### config.mk
export PLATFORM = sky130hd
export DESIGN_NAME = glcd_psc_ctrl
export DESIGN_NICKNAME = d
export VERILOG_FILES = /design/src/hw/rtl/glcd_psc_pkg.sv /design/src/hw/rtl/glcd_psc_ctrl.sv
export SDC_FILE = /design/constraint.sdc
export NUM_CORES = 1
export LEC_CHECK = 0
export BUFFER_PORTS_ARGS = -buffer_cell sky130_fd_sc_hd__buf_2
export CAP_MARGIN = 15
export CORE_AREA = 4 4 41 43
export CTS_CLUSTER_DIAMETER = 200
export DETAILED_ROUTE_END_ITERATION = 10
export DIE_AREA = 0 0 45 47
export GPL_ROUTABILITY_DRIVEN = 0
export PLACE_DENSITY = 0.38
export SKIP_CTS_REPAIR_TIMING = 1
export SYNTH_ARGS = -nofsm -noshare
export SYNTH_HDL_FRONTEND = slang
export SYNTH_SLANG_ARGS = --single-unit
### constraint.sdc
create_clock -name i_clk -period 1.4 [get_ports i_clk]
set_input_delay 0.21 -clock i_clk [delete_from_list [all_inputs] [get_ports i_clk]]
set_output_delay 0.21 -clock i_clk [all_outputs]
set_load 0.1 [all_outputs]
### src/hw/rtl/glcd_psc_pkg.sv
// shared types and constants for the graphic lcd pixel set/clear engine
// no dependencies; used by the controller, datapath and top level
package glcd_psc_pkg;

    // request opcode carried on the slave tuser
    localparam logic CMD_SET   = 1'b0;
    localparam logic CMD_CLEAR = 1'b1;

    // controller command kinds carried on the master tuser
    localparam logic [1:0] KIND_HALF = 2'd0;
    localparam logic [1:0] KIND_PAGE = 2'd1;
    localparam logic [1:0] KIND_COL  = 2'd2;
    localparam logic [1:0] KIND_DATA = 2'd3;

    // pixels per byte and columns per panel half
    localparam int unsigned BYTE_ROWS  = 8;
    localparam int unsigned HALF_WIDTH = 64;

    typedef enum logic [2:0] {
        ST_CLEAR,
        ST_IDLE,
        ST_LOOKUP,
        ST_MODIFY,
        ST_EMIT
    } t_state;

    // controller to datapath
    typedef struct packed {
        logic clr_en;
        logic load;
        logic wr_en;
        logic beat_clr;
        logic beat_adv;
    } t_dp_cmd;

    // datapath to controller
    typedef struct packed {
        logic clr_done;
        logic in_range;
        logic skip;
        logic beat_last;
    } t_dp_stat;

endpackage

### src/hw/rtl/glcd_psc_ctrl.sv
// controller state machine: clearing sweep, request intake, lookup, modify, beat emission
// depends on glcd_psc_pkg
module glcd_psc_ctrl (
    input  logic                   i_clk,
    input  logic                   i_rst_n,
    input  logic                   i_s_tvalid,
    output logic                   o_s_tready,
    output logic                   o_m_tvalid,
    input  logic                   i_m_tready,
    input  glcd_psc_pkg::t_dp_stat i_stat,
    output glcd_psc_pkg::t_dp_cmd  o_cmd
);

    import glcd_psc_pkg::*;

    t_state r_state;
    t_state n_state;

    // state register
    always_ff @(posedge i_clk) begin
        if (!i_rst_n) begin
            r_state <= ST_CLEAR;
        end else begin
            r_state <= n_state;
        end
    end

    // next state
    always_comb begin
        n_state = r_state;
        unique case (r_state)
            ST_CLEAR: begin
                if (i_stat.clr_done) n_state = ST_IDLE;
            end
            ST_IDLE: begin
                if (i_s_tvalid) n_state = ST_LOOKUP;
            end
            ST_LOOKUP: begin
                n_state = i_stat.in_range ? ST_MODIFY : ST_IDLE;
            end
            ST_MODIFY: begin
                n_state = i_stat.skip ? ST_IDLE : ST_EMIT;
            end
            ST_EMIT: begin
                if (i_m_tready && i_stat.beat_last) n_state = ST_IDLE;
            end
            default: n_state = ST_CLEAR;
        endcase
    end

    // outputs
    always_comb begin
        o_s_tready = 1'b0;
        o_m_tvalid = 1'b0;
        o_cmd      = '0;
        unique case (r_state)
            ST_CLEAR: begin
                o_cmd.clr_en = 1'b1;
            end
            ST_IDLE: begin
                o_s_tready = 1'b1;
                o_cmd.load = i_s_tvalid;
            end
            ST_LOOKUP: begin
                o_cmd = '0;
            end
            ST_MODIFY: begin
                o_cmd.wr_en    = !i_stat.skip;
                o_cmd.beat_clr = !i_stat.skip;
            end
            ST_EMIT: begin
                o_m_tvalid     = 1'b1;
                o_cmd.beat_adv = i_m_tready;
            end
            default: o_cmd = '0;
        endcase
    end

endmodule

# ---- After elaboration in Yosys (flattened, before gate mapping)
# Index checks and enable logic that the tools add are counted.
dict set report word_totals {
  register_bits 3
  inputBits 8
  out_inout_bits 7
  word_cells 24
}
dict set report op_classes {
  eq_ne 7
  n_mux 12
  reduce_logical 4
}
# op n
set op_table {}
lappend op_table {{3-bit one-hot mux with 5 select lines} 1}
lappend op_table {{3-bit two-way mux} 4}
lappend op_table {{3-bit by 2-bit == test with 1-bit output (second input constant)} 2}
lappend op_table {{2-bit != test (second input constant)} 3}
lappend op_table {{1-bit two-way mux} 5}
lappend op_table {{2-bit two-way mux} 2}
lappend op_table {{3-bit by 1-bit == test with 1-bit output (second input constant)} 1}
lappend op_table {{3-bit == test (second input constant)} 1}
lappend op_table {{3-bit zero test} 1}
lappend op_table {{3-bit AND reduction} 1}
lappend op_table {{1-bit logical AND} 1}
lappend op_table {{1-bit zero test} 1}

# ---- Depth between registers and ports, before layout
dict set report logic_depth {
  ltp_word 3
  mapped_depth 4
}

# ---- Least setup slack after synthesis
# Ideal clock, no wire load.
dict set report synth_path {
  kind {register to output}
  from {reg r_state[0]}
  to {out o_cmd[0] (netlist bit)}
  arrival_time_ns 2.627
  required_ns 1.190
  setup_slack_ns -1.437
  path_stages_with_launch 4
  path_buffers 1
  path_cell_list {dfxtp_1 -> buf_2 -> nor3b_2 -> and2_1}
}
# item line_no
set synth_rtl {}
lappend synth_rtl {{from (decl)} glcd_psc_ctrl.sv:16} ;# t_state r_state;
lappend synth_rtl {{from (signal assigned)} glcd_psc_ctrl.sv:24} ;# r_state <= n_state;
lappend synth_rtl {{to (decl)} glcd_psc_ctrl.sv:11} ;# output glcd_psc_pkg::t_dp_cmd o_cmd

==> impl_metrics.json <==
{
  "run_status": "finished clean",
  "syn_nets": 34,
  "whs_path_depth": 3,
  "yosysMostFrequentCell": "dfxtp_1",
  "yosysSeqAreaShare_pct": 26.5,
  "ys_warn_count": 0,
  "final-hold-violation-count": 0,
  "fin_crit_sh_pct": 97.2,
  "die_x_um": 45,
  "path_delay_family": "buffers and inverters",
  "ff_latch_area_um2": 68.8,
  "dr.pass1.iters": 1,
  "p_per_area_mw_per_mm2": 830,
  "worst-path-max-fanout": 6,
  "vias": 250,
  "drc": 0,
  "multiInputGateArea_um2": 164,
  "gr-usage-all-layers_pct": 6.39,
  "nets": 54,
  "fmaxAchievable_ghz": 0.735,
  "crit_type": "reg -> out",
  "worst-path-stages": 3,
  "final_area_um2": 490,
  "fin_crit_ns": 1.36,
  "cts-buffers-inserted": 3,
  "slowest_stage": "dfxtp_2",
  "finalSetupViolCount": 0,
  "num_rows": 13,
  "hp-start": "i_rst_n",
  "rsz0062_at_grt": "no",
  "avgSynthCellArea_um2": 8.71,
  "core_area_mm2": 0.00130,
  "synthToLayoutAreaGrowth_pct": 117,
  "cp_slowest_stage_delay_ns": 0.35,
  "clk_pin_slew_ns": 0.03,
  "synth_flop_cell": "dfxtp_1",
  "cp.buffers_inverters": 2,
  "grt_pass1_wl_um": 993,
  "synth-edff-count": 0,
  "setup_tns_ns": 0,
  "cp.arrival_ns": 1.15,
  "clk_path_buf_depth": 2,
  "cp-start-kind": "flop",
  "wirelength_um": 645,
  "cts_tree": "built",
  "start_util_pct": 17.4,
  "ir_drop_mv": 0.328,
  "grt_pass1_vias": 242,
  "fillers": 146,
  "required_ns": 1.19,
  "synth-async-reset-ratio_pct": 0,
  "grt_remaining_overflow": 0,
  "clock_sinks": 3,
  "syn_inst": 26,
  "cp_cell_sequence": "buf_4 -> nor3_4 -> buf_12",
  "fp.dieArea_mm2": 0.00212,
  "io_buffers": 14,
  "synth_top_area_share_pct": 26.5,
  "clock_latency_ns": 0.22,
  "critPathCaptureType": "primary output",
  "ys_ff_latch": 3,
  "relSlewSlack_pct": 82.4,
  "grt_max_degree": 10,
  "cts_root_buf": "clkbuf_4",
  "worstMarginPinSlew_ns": 0.261,
  "routedWlPerCell_um": 10.8,
  "reg2reg_from": "r_state[1]",
  "top_regs": "r_state x3",
  "routed_via_density": 4.17,
  "slew_viol_final": 0,
  "netlist_area_um2": 226,
  "clock_skew_ns": 0.00288,
  "holdWs_ns": 0.235,
  "yosysTopAreaCell": "dfxtp_1",
  "yosysUniqueCellTypes": 19,
  "regMostFlops": "r_state",
  "r2r_cells": 2,
  "htreeDepth": 1,
  "antenna_found_initial": 0,
  "dieHeight_um": 47,
  "power.leakage_uw": 0.000206,
  "synth.area.top_cells": "dfxtp_1 27%, mux2i_1 8.8%, a211oi_1 6.6%",
  "n_antenna_cell": 0,
  "ioPinCount": 15,
  "hp-class": "in -> reg",
  "drtIter0Drc": 0,
  "finalNonFillerCells": 60,
  "dpl.cell_count": 54,
  "postRouteAntennaNets": 0,
  "startpoint": "r_state[0]",
  "largest_register_ffs": 3,
  "placed_area_um2": 429,
  "cap_viol_max_count": 0,
  "layout-drive-gt1-share_pct": 68.9
}
report_power, final:
part,switching (uW),internal [uW]
logic,99.2,65.8
clock network,36.3,106
registers,10.9,88.8
total,146,261
cell usage in the layout (no fill, tap or decap), types with 2 or more instances in the layout:
cell      instances
a211oi_1          2
nand3b_1          2
mux2i_1           2
buf_4             4
buf_2             7
inv_1             2
buf_12            7
dfxtp_4           2
clkbuf_4          3
metrics by stage:
stage / util [%] / total power (uW) / worst slack [ns]
detailed placement: 33.0 / 263 / 0.0978
global placement: 33.0 / 263 / 0.123
global route: 37.7 / 426 / 0.00548
CTS: 35.0 / 411 / -0.144
finish: 37.7 / 407 / 0.0394
floorplan: - / 207 / -0.611
kinds of logic (layout without fill, tap and decap cells):
kind of cell / after synthesis / after routing / share of synthesized area (%)
buf+inv: 5 / 24 / 13.8
flops: 3 / 3 / 26.5
compound gates: 5 / 5 / 16.6
simple gates: 11 / 11 / 34.2
mux: 2 / 2 / 8.84
per-layer routing:
layer / wire length (um) / vias up / track usage, %
met1: 278 / 111 / 7.69
met2: 333 / 8 / 10.5
met3: 32 / 0 / 2.68
met4: 0 / 0 / 1.75
li1: - / 131 / -
met5: 0 / - / 0
worst reg2reg max path, cell delays in order (launching register included):
cell and delay [ns]:
dfxtp_4 0.38, or3_1 0.35, a221oi_1 0.29
cell type report:
| type | count | share of cell area (%) |
|---|---|---|
| Clock buffer | 4 | 5.36 |
| Inverter | 2 | 1.53 |
| Multi-Input combinational cell | 18 | 33.4 |
| Sequential cell | 3 | 14.0 |
| Tap cell | 15 | 3.83 |
| Timing Repair Buffer | 18 | 41.8 |
final timing paths:
check	to	slack [ns]
min	r_state[0]	0.23
max	o_cmd[4]	0.04
max reg2reg	r_state[0]	0.28
min reg2reg	r_state[1]	0.57
Power figures use the tool's default switching activity.
